<file path="config.mk">
export PLATFORM = sky130hd
export DESIGN_NAME = can_frame_router_id_tracker
export DESIGN_NICKNAME = d
export VERILOG_FILES = /design/src/rtl/core/crft_pkg.sv /design/src/rtl/core/crft_cmp.sv /design/src/rtl/core/can_frame_router_id_tracker.sv
export SDC_FILE = /design/constraint.sdc
export NUM_CORES = 1
export LEC_CHECK = 0
export ABC_AREA = 1
export BUFFER_PORTS_ARGS = -buffer_cell sky130_fd_sc_hd__buf_2
export CAP_MARGIN = 20
export CORE_ASPECT_RATIO = 0.6
export CORE_MARGIN = 4
export CORE_UTILIZATION = 52
export DETAILED_ROUTE_END_ITERATION = 16
export PLACE_DENSITY_LB_ADDON = 0.05
export SYNTH_ARGS = -nofsm -noshare
export SYNTH_HDL_FRONTEND = slang
export SYNTH_HIERARCHICAL = 1
export SYNTH_SLANG_ARGS = --single-unit
</file>
<file path="constraint.sdc">
create_clock -name clk -period 2.8 [get_ports clk]
set_input_delay 0.14 -clock clk [delete_from_list [all_inputs] [get_ports clk]]
set_output_delay 0.14 -clock clk [all_outputs]
set_load 0.01 [all_outputs]
</file>
<file path="src/rtl/core/crft_pkg.sv">
// Package for the CAN frame router and seen-id tracker.
// Holds widths, table size, route and register codes, and the compare result type.
// No dependencies.
package crft_pkg;

	localparam int TABLE_ENTRIES = 6;
	localparam int SEEN_PORTS    = 6;
	localparam int ID_W          = 11;
	localparam int DATA_W        = 64;
	localparam int THR_W         = 16;
	localparam int CFG_W         = 16;
	localparam int IDX_W         = 3;
	localparam int CNT_W         = $clog2(TABLE_ENTRIES);

	typedef logic [ID_W-1:0] id_t;

	// Destination codes.
	typedef enum logic [1:0] {
		ROUTE_MOTOR = 2'd0,
		ROUTE_IMU   = 2'd1,
		ROUTE_DROP  = 2'd2
	} route_t;

	// Configuration register indexes.
	typedef enum logic [IDX_W-1:0] {
		REG_MOTOR_LOW  = 3'd0,
		REG_MOTOR_HIGH = 3'd1,
		REG_GYRO_ID    = 3'd2,
		REG_ACCEL_ID   = 3'd3,
		REG_BLINK_THR  = 3'd4
	} reg_idx_t;

	localparam id_t             RST_MOTOR_LOW  = 11'h201;
	localparam id_t             RST_MOTOR_HIGH = 11'h208;
	localparam id_t             RST_GYRO_ID    = 11'h100;
	localparam id_t             RST_ACCEL_ID   = 11'h101;
	localparam logic [THR_W-1:0] RST_BLINK_THR = 16'd200;

	// Result of the shared compare unit.
	typedef struct packed {
		logic eq;
		id_t  lo;
		id_t  hi;
	} cmp_res_t;

endpackage

</file>
<file path="src/rtl/core/crft_cmp.sv">
// Shared id compare unit: equality plus ordered minimum and maximum of two ids.
// Depends on crft_pkg.
module crft_cmp (
	input  crft_pkg::id_t     a,
	input  crft_pkg::id_t     b,
	output crft_pkg::cmp_res_t res
);
	import crft_pkg::*;

	logic a_lt_b;

	// One magnitude compare orders the merge steps; the equality compare serves the search.
	always_comb begin
		a_lt_b = (a < b);
		res.eq = (a == b);
		res.lo = a_lt_b ? a : b;
		res.hi = a_lt_b ? b : a;
	end

endmodule

</file>
<file path="src/rtl/core/can_frame_router_id_tracker.sv">
// CAN frame router with a sorted table of seen ids.
// Sequence: an accept step, a search over every table entry, a merge over every entry when the
// id is new, then a done step that loads the output register once it is free.
// A new frame is stalled until the done step ends; the single shared compare unit walks the table.
// Reset (arst_n low) empties the table, clears flags and counter, and loads register defaults.
module can_frame_router_id_tracker (
	input  logic                                clk,
	input  logic                                arst_n,
	input  logic                                wr_en,
	input  logic [crft_pkg::IDX_W-1:0]          wr_index,
	input  logic [crft_pkg::CFG_W-1:0]          wr_data,
	input  logic                                in_valid,
	output logic                                in_stall,
	input  crft_pkg::id_t                       frame_id,
	input  logic [crft_pkg::DATA_W-1:0]         frame_data,
	input  logic [1:0]                          imu_flag_clear,
	output logic                                out_valid,
	input  logic                                out_stall,
	output logic [1:0]                          route,
	output crft_pkg::id_t                       out_id,
	output logic [crft_pkg::DATA_W-1:0]         out_data,
	output logic [1:0]                          imu_flags,
	output logic                                led_toggle,
	output crft_pkg::id_t                       seen_id_0,
	output crft_pkg::id_t                       seen_id_1,
	output crft_pkg::id_t                       seen_id_2,
	output crft_pkg::id_t                       seen_id_3,
	output crft_pkg::id_t                       seen_id_4,
	output crft_pkg::id_t                       seen_id_5
);
	import crft_pkg::*;

	typedef enum logic [1:0] {
		ST_IDLE,
		ST_SEARCH,
		ST_SORT,
		ST_DONE
	} state_t;

	state_t             state_q;
	logic [CNT_W-1:0]   cnt_q;
	id_t                tbl_q [TABLE_ENTRIES];
	id_t                carry_q;
	logic               seen_q;
	id_t                id_q;
	logic [DATA_W-1:0]  data_q;
	logic [1:0]         route_q;
	logic [1:0]         flags_q;
	logic               led_q;
	logic [THR_W-1:0]   frame_cnt_q;

	id_t                motor_low_q;
	id_t                motor_high_q;
	id_t                gyro_id_q;
	id_t                accel_id_q;
	logic [THR_W-1:0]   blink_thr_q;

	logic               out_valid_q;
	logic [1:0]         out_route_q;
	id_t                out_id_q;
	logic [DATA_W-1:0]  out_data_q;
	logic [1:0]         out_flags_q;
	logic               out_led_q;
	id_t                out_seen_q [SEEN_PORTS];

	id_t                cmp_a;
	id_t                cmp_b;
	cmp_res_t           cmp_res;
	logic               accept;
	logic               out_free;
	logic               last_step;
	logic               led_next;
	route_t             route_next;
	logic [1:0]         flags_next;
	logic               tbl_sorted;

	// Configuration registers; writes beyond the list are ignored.
	always_ff @(posedge clk or negedge arst_n) begin
		if (!arst_n) begin
			motor_low_q  <= RST_MOTOR_LOW;
			motor_high_q <= RST_MOTOR_HIGH;
			gyro_id_q    <= RST_GYRO_ID;
			accel_id_q   <= RST_ACCEL_ID;
			blink_thr_q  <= RST_BLINK_THR;
		end else if (wr_en) begin
			case (reg_idx_t'(wr_index))
				REG_MOTOR_LOW:  motor_low_q  <= wr_data[ID_W-1:0];
				REG_MOTOR_HIGH: motor_high_q <= wr_data[ID_W-1:0];
				REG_GYRO_ID:    gyro_id_q    <= wr_data[ID_W-1:0];
				REG_ACCEL_ID:   accel_id_q   <= wr_data[ID_W-1:0];
				REG_BLINK_THR:  blink_thr_q  <= wr_data[THR_W-1:0];
				default: ;
			endcase
		end
	end

	// Handshake and the per-frame decisions made at accept time.
	always_comb begin
		accept    = in_valid && !in_stall;
		out_free  = !out_valid_q || !out_stall;
		last_step = (cnt_q == CNT_W'(TABLE_ENTRIES - 1));
		led_next  = (frame_cnt_q > blink_thr_q);
		if (frame_id >= motor_low_q && frame_id <= motor_high_q) begin
			route_next = ROUTE_MOTOR;
		end else if (frame_id == gyro_id_q || frame_id == accel_id_q) begin
			route_next = ROUTE_IMU;
		end else begin
			route_next = ROUTE_DROP;
		end
		flags_next = flags_q & ~imu_flag_clear;
		if (frame_id == gyro_id_q) begin
			flags_next[0] = 1'b1;
		end else if (frame_id == accel_id_q) begin
			flags_next[1] = 1'b1;
		end
	end

	assign in_stall = (state_q != ST_IDLE);

	// Operand select for the shared compare unit: probe during search, merge during sort.
	always_comb begin
		if (state_q == ST_SORT) begin
			cmp_a = carry_q;
			cmp_b = tbl_q[1];
		end else begin
			cmp_a = tbl_q[0];
			cmp_b = id_q;
		end
	end

	crft_cmp u_cmp (
		.a   (cmp_a),
		.b   (cmp_b),
		.res (cmp_res)
	);

	// Sequencer, table, and the output register.
	always_ff @(posedge clk or negedge arst_n) begin
		if (!arst_n) begin
			state_q     <= ST_IDLE;
			cnt_q       <= '0;
			carry_q     <= '0;
			seen_q      <= 1'b0;
			id_q        <= '0;
			data_q      <= '0;
			route_q     <= ROUTE_DROP;
			flags_q     <= '0;
			led_q       <= 1'b0;
			frame_cnt_q <= '0;
			out_valid_q <= 1'b0;
			out_route_q <= ROUTE_DROP;
			out_id_q    <= '0;
			out_data_q  <= '0;
			out_flags_q <= '0;
			out_led_q   <= 1'b0;
			for (int i = 0; i < TABLE_ENTRIES; i++) begin
				tbl_q[i] <= '0;
			end
			for (int k = 0; k < SEEN_PORTS; k++) begin
				out_seen_q[k] <= '0;
			end
		end else begin
			// The done step reloads the output register itself when it is taken.
			if (out_valid_q && !out_stall && state_q != ST_DONE) begin
				out_valid_q <= 1'b0;
			end
			case (state_q)
				ST_IDLE: begin
					if (accept) begin
						id_q        <= frame_id;
						data_q      <= frame_data;
						route_q     <= route_next;
						flags_q     <= flags_next;
						led_q       <= led_next;
						frame_cnt_q <= (led_next ? '0 : frame_cnt_q) + 1'b1;
						seen_q      <= 1'b0;
						cnt_q       <= '0;
						state_q     <= ST_SEARCH;
					end
				end
				ST_SEARCH: begin
					// Rotate the table past the probe at entry 0; a full turn restores it.
					for (int i = 0; i < TABLE_ENTRIES - 1; i++) begin
						tbl_q[i] <= tbl_q[i + 1];
					end
					tbl_q[TABLE_ENTRIES - 1] <= tbl_q[0];
					seen_q <= seen_q || cmp_res.eq;
					if (last_step) begin
						cnt_q   <= '0;
						carry_q <= id_q;
						state_q <= (seen_q || cmp_res.eq) ? ST_DONE : ST_SORT;
					end else begin
						cnt_q <= cnt_q + 1'b1;
					end
				end
				ST_SORT: begin
					if (last_step) begin
						// Close the merge: drop the replaced smallest entry, append the carry.
						for (int i = 0; i < TABLE_ENTRIES - 1; i++) begin
							tbl_q[i] <= tbl_q[i + 1];
						end
						tbl_q[TABLE_ENTRIES - 1] <= carry_q;
						cnt_q   <= '0;
						state_q <= ST_DONE;
					end else begin
						// Emit the smaller of carry and the next entry to the tail.
						for (int i = 1; i < TABLE_ENTRIES - 1; i++) begin
							tbl_q[i] <= tbl_q[i + 1];
						end
						tbl_q[TABLE_ENTRIES - 1] <= cmp_res.lo;
						carry_q <= cmp_res.hi;
						cnt_q   <= cnt_q + 1'b1;
					end
				end
				ST_DONE: begin
					if (out_free) begin
						out_valid_q <= 1'b1;
						out_route_q <= route_q;
						out_id_q    <= (route_q == ROUTE_DROP) ? '0 : id_q;
						out_data_q  <= (route_q == ROUTE_DROP) ? '0 : data_q;
						out_flags_q <= flags_q;
						out_led_q   <= led_q;
						for (int k = 0; k < SEEN_PORTS; k++) begin
							out_seen_q[k] <= (k < TABLE_ENTRIES) ? tbl_q[k] : '0;
						end
						state_q <= ST_IDLE;
					end
				end
				default: state_q <= ST_IDLE;
			endcase
		end
	end

	assign out_valid  = out_valid_q;
	assign route      = out_route_q;
	assign out_id     = out_id_q;
	assign out_data   = out_data_q;
	assign imu_flags  = out_flags_q;
	assign led_toggle = out_led_q;
	assign seen_id_0  = out_seen_q[0];
	assign seen_id_1  = out_seen_q[1];
	assign seen_id_2  = out_seen_q[2];
	assign seen_id_3  = out_seen_q[3];
	assign seen_id_4  = out_seen_q[4];
	assign seen_id_5  = out_seen_q[5];

	// The table stays in ascending order between transactions.
	always_comb begin
		tbl_sorted = 1'b1;
		for (int i = 0; i < TABLE_ENTRIES - 1; i++) begin
			if (tbl_q[i] > tbl_q[i + 1]) begin
				tbl_sorted = 1'b0;
			end
		end
	end

	a_sorted_idle: assert property (@(posedge clk) disable iff (!arst_n)
		state_q == ST_IDLE |-> tbl_sorted)
		else $error("seen table out of order while idle");

	a_out_from_done: assert property (@(posedge clk) disable iff (!arst_n)
		$rose(out_valid_q) |-> $past(state_q == ST_DONE))
		else $error("output loaded outside the done step");

	a_drop_zero: assert property (@(posedge clk) disable iff (!arst_n)
		out_valid_q && out_route_q == ROUTE_DROP |-> out_id_q == '0 && out_data_q == '0)
		else $error("dropped frame carries a record");

	a_route_code: assert property (@(posedge clk) disable iff (!arst_n)
		out_valid_q |-> out_route_q == ROUTE_MOTOR || out_route_q == ROUTE_IMU
			|| out_route_q == ROUTE_DROP)
		else $error("invalid route code on output");

	a_sort_only_new: assert property (@(posedge clk) disable iff (!arst_n)
		state_q == ST_SORT |-> !seen_q)
		else $error("table merge started for an id already present");

endmodule

</file>
==> out/metrics.cfg, run 1 <==
[timing]
finalSetupViolCount=0
finalHoldViolCount=0
worst_slack_ns=0.0756
finalMaxSlewViolations=0
fmax_mhz=367
fin_crit_ns=2.72
relSlewSlack_pct=48.8
worstMarginPinSlew_ns=0.766
fin_skew_ns=0.0135
rsz0062_at_grt=true
post-route-period-util_pct=97.3

[power]
p_leak_nw=11.0
p_per_area_nw_per_um2=1080
switching_power_w=0.00917
p_comb_share_pct=41.6
ir_drop_v=0.000703
intPower_w=0.0142
seqPwrFrac_pct=37.0
p_clk_share_pct=21.5
switching_share_pct=39.3

[logic_synthesis]
yosys.area.top_type=dfrtp_1
synth_edf_count=0
postSynthCellCount=1926
ys_dominant_reg_cell=dfrtp_1
synth_area_leaders=dfrtp_1, nand2_1, o21ai_0
syn-cell-area_sq_um=17200
synthesis.nets=2081
synth-async-reset-ratio_pct=100
ys_warn_count=6
ys_seq_elements=386
ys_seq_area_share_pct=56.3
avgSynthCellArea_sq_um=8.93
synth_cell_type_count=43
synth_top_area_share_pct=54.4

[place]
routabilityCongestion=0.861
dp_hpwl_um=31100
portBuffers=248
place_area_sq_um=19200
dp_slack_ns=-0.00928

[critical_path]
path_max_fanout=21
critical_path_class=flop to flop
critPathRequiredTime_ns=3.20
cp-end-kind=flop
cp.arrival_ns=3.12
critPathLaunchType=flop

[clock_tree]
cts_sinks=386
htreeDepth=2
clk_pin_slew_ns=0.06
tritoncts=done
clockBufferDepth=3
clkLatencyLatePin_ns=0.53
cts_buffers=37
clock-root-buffer=clkbuf_16

[routing]
firstDrtPassIters=5
wire_per_inst_um=16.7
drtIter0Drc=1133
ant_nets=0
num_vias=14253
wl_um=45500
drc=0
via_per_inst=5.23

[outcome]
outcome=completed

[final_layout]
diodes=0
layout_commonest_cell=nand2_1
fin_area_sq_um=21600
fin_nets=2433
fillers=2680
syn_to_final_growth_pct=25.9
final_layout_size_suffix_gt1_share_pct=19.6
final_cell_mix=nand2_1, dfrtp_1, o21ai_0

[grt]
antenna_found_initial=0
grt_overflow_total=0
grt_use_total_pct=25.1
grt_pass1_wl_um=74000
grt_max_degree=113
grt_pass1_vias=13802

[floorplanning]
rows=51
io_pins=249
die_w_um=243
die_h_um=149
initial_utilization_pct=52.8
core_sq_um=32500
dieArea_sq_um=36100

[job]
cap_violations=0

[hold_path]
worstHoldPathType=input pin to flop

==> metrics by stage <==
| step | util [%] | total power [W] | cells | hold slack (ns) | setup TNS [ns] |
|---|---|---|---|---|---|
| 2_1_floorplan | - | 0.0143 | 1926 | -0.156 | 0 |
| 3_5_place_dp | 59.1 | 0.0176 | 2563 | 0.142 | -0.00928 |
| 4_1_cts | 65.7 | 0.0228 | 2719 | 0.00174 | 0 |
| 6_report | 66.5 | 0.0233 | 2727 | 0.0239 | 0 |
| 5_1_grt | 66.5 | 0.0252 | 2727 | 0.0229 | -0.798 |
| 3_3_place_gp | 59.1 | 0.0174 | 2563 | 0.144 | -0.0351 |
==> registers in the layout, summed over array words and instances (netlist names), 16 cells and up <==
register and count:
data_q 64, blink_thr_q 16, frame_cnt_q 16, out_data 64, tbl_q 66
==> power by group through the flow <==
stage               clock network (W)  registers, W  logic [W]
floorplan                           0       0.00886    0.00542
global placement                    0       0.00864    0.00874
detailed placement                  0       0.00870    0.00889
CTS                           0.00516       0.00862    0.00905
global route                  0.00540       0.00885     0.0109
finish                        0.00501       0.00863    0.00971
==> repair_timing <==
action	in CTS	in global routing
gates cloned	0	6
hold buffers	92	0
endpoints found under the hold margin	169	0
endpoints found under the setup margin	1	27
pin swaps	0	10
resized for setup	1	53
buffers inserted	0	2
==> layout make-up <==
type / count / area, sq um / share of cell area, %
tap: 424 / 531 / 2.45
timing repair buffer: 413 / 2950 / 13.6
inverter: 233 / 878 / 4.06
clock buffer: 55 / 1150 / 5.29
sequential: 386 / 9670 / 44.7
clock inverter: 9 / 76.3 / 0.353
multi-input combinational: 1207 / 6390 / 29.5
==> critical path, stage by stage, from the launching register on <==
cell and delay (ns):
dfrtp_1 0.40, inv_2 0.09, ha_4 0.15, inv_4 0.06, clkbuf_16 0.19, nand2_1 0.08, o21ai_0 0.12, ha_1 0.35
nand4_1 0.20, nor2_2 0.22, nand2_4 0.15, clkbuf_16 0.20, nand4_1 0.07, nand2_1 0.05, o21ai_0 0.15, o22ai_1 0.09
==> cells in the mapped netlist, types with 13 or more instances <==
library cell,instances
nand4_1,36
nand2_1,542
ha_1,54
o21ai_0,327
dfrtp_1,374
clkbuf_1,81
nand3_1,21
nor2_1,37
inv_1,232
mux2_2,13
a21oi_1,34
o31ai_1,56
xor2_1,22
==> worst paths after layout <==
check | slack, ns | to | cells past startpoint | start
max | 0.08 | tbl_q[3]$_DFFE_PN0P_ | 15 | state_q[0]$_DFFE_PN0P_
min | 0.02 | motor_high_q[1]$_DFFE_PN0P_ | 3 | wr_data[1]
max reg2reg | 0.08 | tbl_q[3]$_DFFE_PN0P_ | 15 | state_q[0]$_DFFE_PN0P_
min reg2reg | 0.47 | out_data[27]$_DFFE_PN0P_ | 2 | out_data[27]$_DFFE_PN0P_
max in group asynchronous | 1.73 | tbl_q[47]$_DFFE_PN0P_ | 4 | arst_n
min in group asynchronous | 0.17 | out_data[16]$_DFFE_PN0P_ | 2 | arst_n
==> layer usage <==
metal | track usage [%] | routed length [um]
met1 | 38.1 | 21800
met5 | 0 | 0
met4 | 7.09 | 1140
met2 | 38.0 | 20100
met3 | 3.79 | 2430
==> logic make-up after synthesis <==
group,count (synthesis),synth area share [%]
flops,386,56.3
simple gates,665,15.9
fa+ha+maj,54,3.93
compound gates,443,14.0
buf+inv,336,7.60
xor+xnor,29,1.48
mux,13,0.851
Power figures use the tool's default switching activity.
==> inputs of run 2 (changes only) <==
Settings changed: CAP_MARGIN 20 to 10, CORE_UTILIZATION 52 to 55.
Clock period 2.8 ns to 2.85 ns, I/O delays scaled along.
==> run 2 against run 1 <==
Via count rose by 1.2%. Sequential share of layout area rose by 0.30 points. Highest routed layer unchanged. Power fell by 1.8%. Global-route usage rose by 0.96 points. Non-clock buffer count fell by 13. Register-to-register slack improved by 0.06 ns. Critical endpoint is now tbl_q[0]$_DFFE_PN0P_. Clock skew rose by 0.0019 ns. Critical path depth did not move.
==> out/metrics.cfg, run 2 (same netlist as run 1, synthesis figures left out) <==
[outcome]
outcome=completed

[critical_path]
critPathLaunchType=flop
reg2reg_slack_ns=0.14  ; +0.06 ns
r2r-end=tbl_q[0]$_DFFE_PN0P_
r2r-start=state_q[1]$_DFFE_PN0P_
cp-end-kind=flop
cp.arrival_ns=3.10  ; -0.02 ns
critPathRequiredTime_ns=3.24  ; +0.04 ns
critical_path_class=flop to flop
path_max_fanout=21  ; unchanged
r2r_cells=15  ; unchanged

[final_layout]
fin_nets=2420  ; -0.53%
regMostFlops=tbl_q
syn_to_final_growth_pct=25.0
layout_commonest_cell=nand2_1
final_cell_mix=nand2_1, dfrtp_1, o21ai_0
final_layout_size_suffix_gt1_share_pct=18.8  ; -0.77 points
diodes=0  ; unchanged
fin_area_sq_um=21500  ; -0.66%
instances_no_fill=2699  ; -1.0%
fin_util_pct=70.9  ; +4.3 points
largest_reg_flops=66  ; unchanged

[place]
placed_cells=2534  ; -1.1%
routabilityCongestion=0.876  ; +1.7%
portBuffers=248  ; unchanged
place_area_sq_um=19100  ; -0.55%
dp_hpwl_um=30900  ; -0.41%

[timing]
finalSetupViolCount=0  ; unchanged
worstMarginPinSlew_ns=0.743  ; -0.0232 ns
fin_skew_ns=0.0155  ; +0.00195 ns
fmax_mhz=369  ; +0.42%
finalMaxSlewViolations=0  ; unchanged
finalHoldViolCount=0  ; unchanged
fin_crit_ns=2.71  ; -0.0115 ns
post-route-period-util_pct=95.2  ; -2.1 points
relSlewSlack_pct=50.3  ; +1.6 points
holdWs_ns=0.0221  ; -0.00184 ns

[routing]
num_vias=14419  ; +1.2%
via_per_inst=5.34  ; +2.2%
wl_um=45500  ; about the same
drtIter0Drc=1086  ; -4.1%
wire_per_inst_um=16.9  ; +1.1%
ant_nets=0  ; unchanged
firstDrtPassIters=5  ; unchanged
drc=0  ; unchanged

[power]
p_comb_share_pct=40.4  ; -1.2 points
p_per_area_nw_per_um2=1070  ; -1.2%
p_leak_nw=11.0  ; -0.72%
p_clk_share_pct=22.6  ; +1.1 points
switching_power_w=0.00893  ; -2.6%
intPower_w=0.0140  ; -1.4%
seqPwrFrac_pct=37.0  ; about the same
ir_drop_v=0.000715  ; +1.8%
switching_share_pct=39.0  ; -0.30 points

[floorplanning]
dieArea_sq_um=34300  ; -5.2%
initial_utilization_pct=56.7  ; +3.8 points
die_w_um=236  ; -2.7%
io_pins=249  ; unchanged
die_h_um=145  ; -2.6%
core_sq_um=30300  ; -6.7%
rows=49  ; -3.9%

[hold_path]
hold_path_end=blink_thr_q[9]$_DFFE_PN0P_
hp-start=wr_data[9]
hold_depth=3  ; unchanged
worstHoldPathType=input pin to flop

[clock_tree]
clockBufferDepth=3  ; unchanged
clock-root-buffer=clkbuf_16
clk_pin_slew_ns=0.06  ; about the same
cts_buffers=38  ; +2.7%
tritoncts=done
htreeDepth=2  ; unchanged
cts_sinks=386  ; unchanged
clkLatencyLatePin_ns=0.53  ; about the same

[grt]
grt_max_degree=105  ; -7.1%
grt_overflow_total=0  ; unchanged
grt_use_total_pct=26.1  ; +0.96 points
grt_pass1_wl_um=73700  ; -0.39%
antenna_found_initial=0  ; unchanged
grt_pass1_vias=13886  ; +0.61%

[job]
cap_violations=0  ; unchanged

run 2: cell count changes in the layout (fill, tap and decap cells not counted), sizes merged:
cell / previous run / this run
clkinv: 7 / 5
bufinv: 1 / 4
nand3: 25 / 24
inv: 233 / 234
clkinvlp: 1 / 0
buf: 318 / 309
dlygate4sd3: 92 / 89
run 2: worst max-delay path: stages, from the launching register on:
cell       delay [ns]
dfrtp_1          0.43
ha_4             0.19
inv_4            0.11
clkbuf_16        0.20
nand2_1          0.09
o21ai_0          0.12
ha_1             0.27
nand2_1          0.13
o21ai_0          0.11
nand2_2          0.17
buf_4            0.16
nand3_4          0.12
nand2_1          0.10
nand2_1          0.05
o21ai_0          0.19
o22ai_1          0.10
run 2: how the worst max path moves through the flow:
stage / from / end / depth (start not counted)
finish: state_q[1]$_DFFE_PN0P_ / tbl_q[0]$_DFFE_PN0P_ / 15
global route: state_q[0]$_DFFE_PN0P_ / carry_q[1]$_DFFE_PN0P_ / 18
CTS: state_q[0]$_DFFE_PN0P_ / tbl_q[6]$_DFFE_PN0P_ / 17
detailed placement: state_q[0]$_DFFE_PN0P_ / state_q[0]$_DFFE_PN0P_ / 16
global placement: state_q[0]$_DFFE_PN0P_ / state_q[0]$_DFFE_PN0P_ / 16
floorplan: state_q[0]$_DFFE_PN0P_ / tbl_q[3]$_DFFE_PN0P_ / 19
run 2: per-stage QoR:
stage                     setup TNS [ns]  worst slack [ns]  total power (W)
after floorplan                        0            0.0583           0.0140
after global placement           -0.0902           -0.0902           0.0169
after detailed placement         -0.0506           -0.0506           0.0172
after CTS                              0          0.000117           0.0226
after global routing             -0.0194           -0.0137           0.0246
final                                  0             0.137           0.0229
run 2: power by group through the flow:
stage               Combinational [W]  Sequential [W]  Clock, W
floorplan                     0.00533         0.00870         0
global placement              0.00843         0.00850         0
detailed placement            0.00864         0.00855         0
CTS                           0.00882         0.00848   0.00528
global route                   0.0104         0.00870   0.00552
finish                        0.00925         0.00848   0.00518
run 2: repair_timing:
action                     in CTS  in global routing
buffers inserted                0                  6
setup endpoints to repair       1                 26
gates cloned                    0                  4
pin swaps                       0                  8
hold endpoints to repair      177                  0
hold buffers                   89                  0
gates resized for setup         1                 38
run 2: per-layer routing:
| layer | track usage [%] | up-vias | routed length (um) |
|---|---|---|---|
| met2 | 39.3 | 438 | 20400 |
| met3 | 4.42 | 99 | 2750 |
| met4 | 7.58 | 0 | 1320 |
| li1 | - | 6936 | - |
| met1 | 39.4 | 6946 | 21100 |
| met5 | 0 | - | 0 |
run 2: area by class of cell:
type / instances / area (sq um)
sequential: 386 / 9670
fill: 2343 / 8850
multi-input combinational: 1206 / 6330
timing repair buffer: 400 / 2830
clock buffer: 56 / 1120
inverter: 233 / 878
tap: 408 / 510
clock inverter: 10 / 158
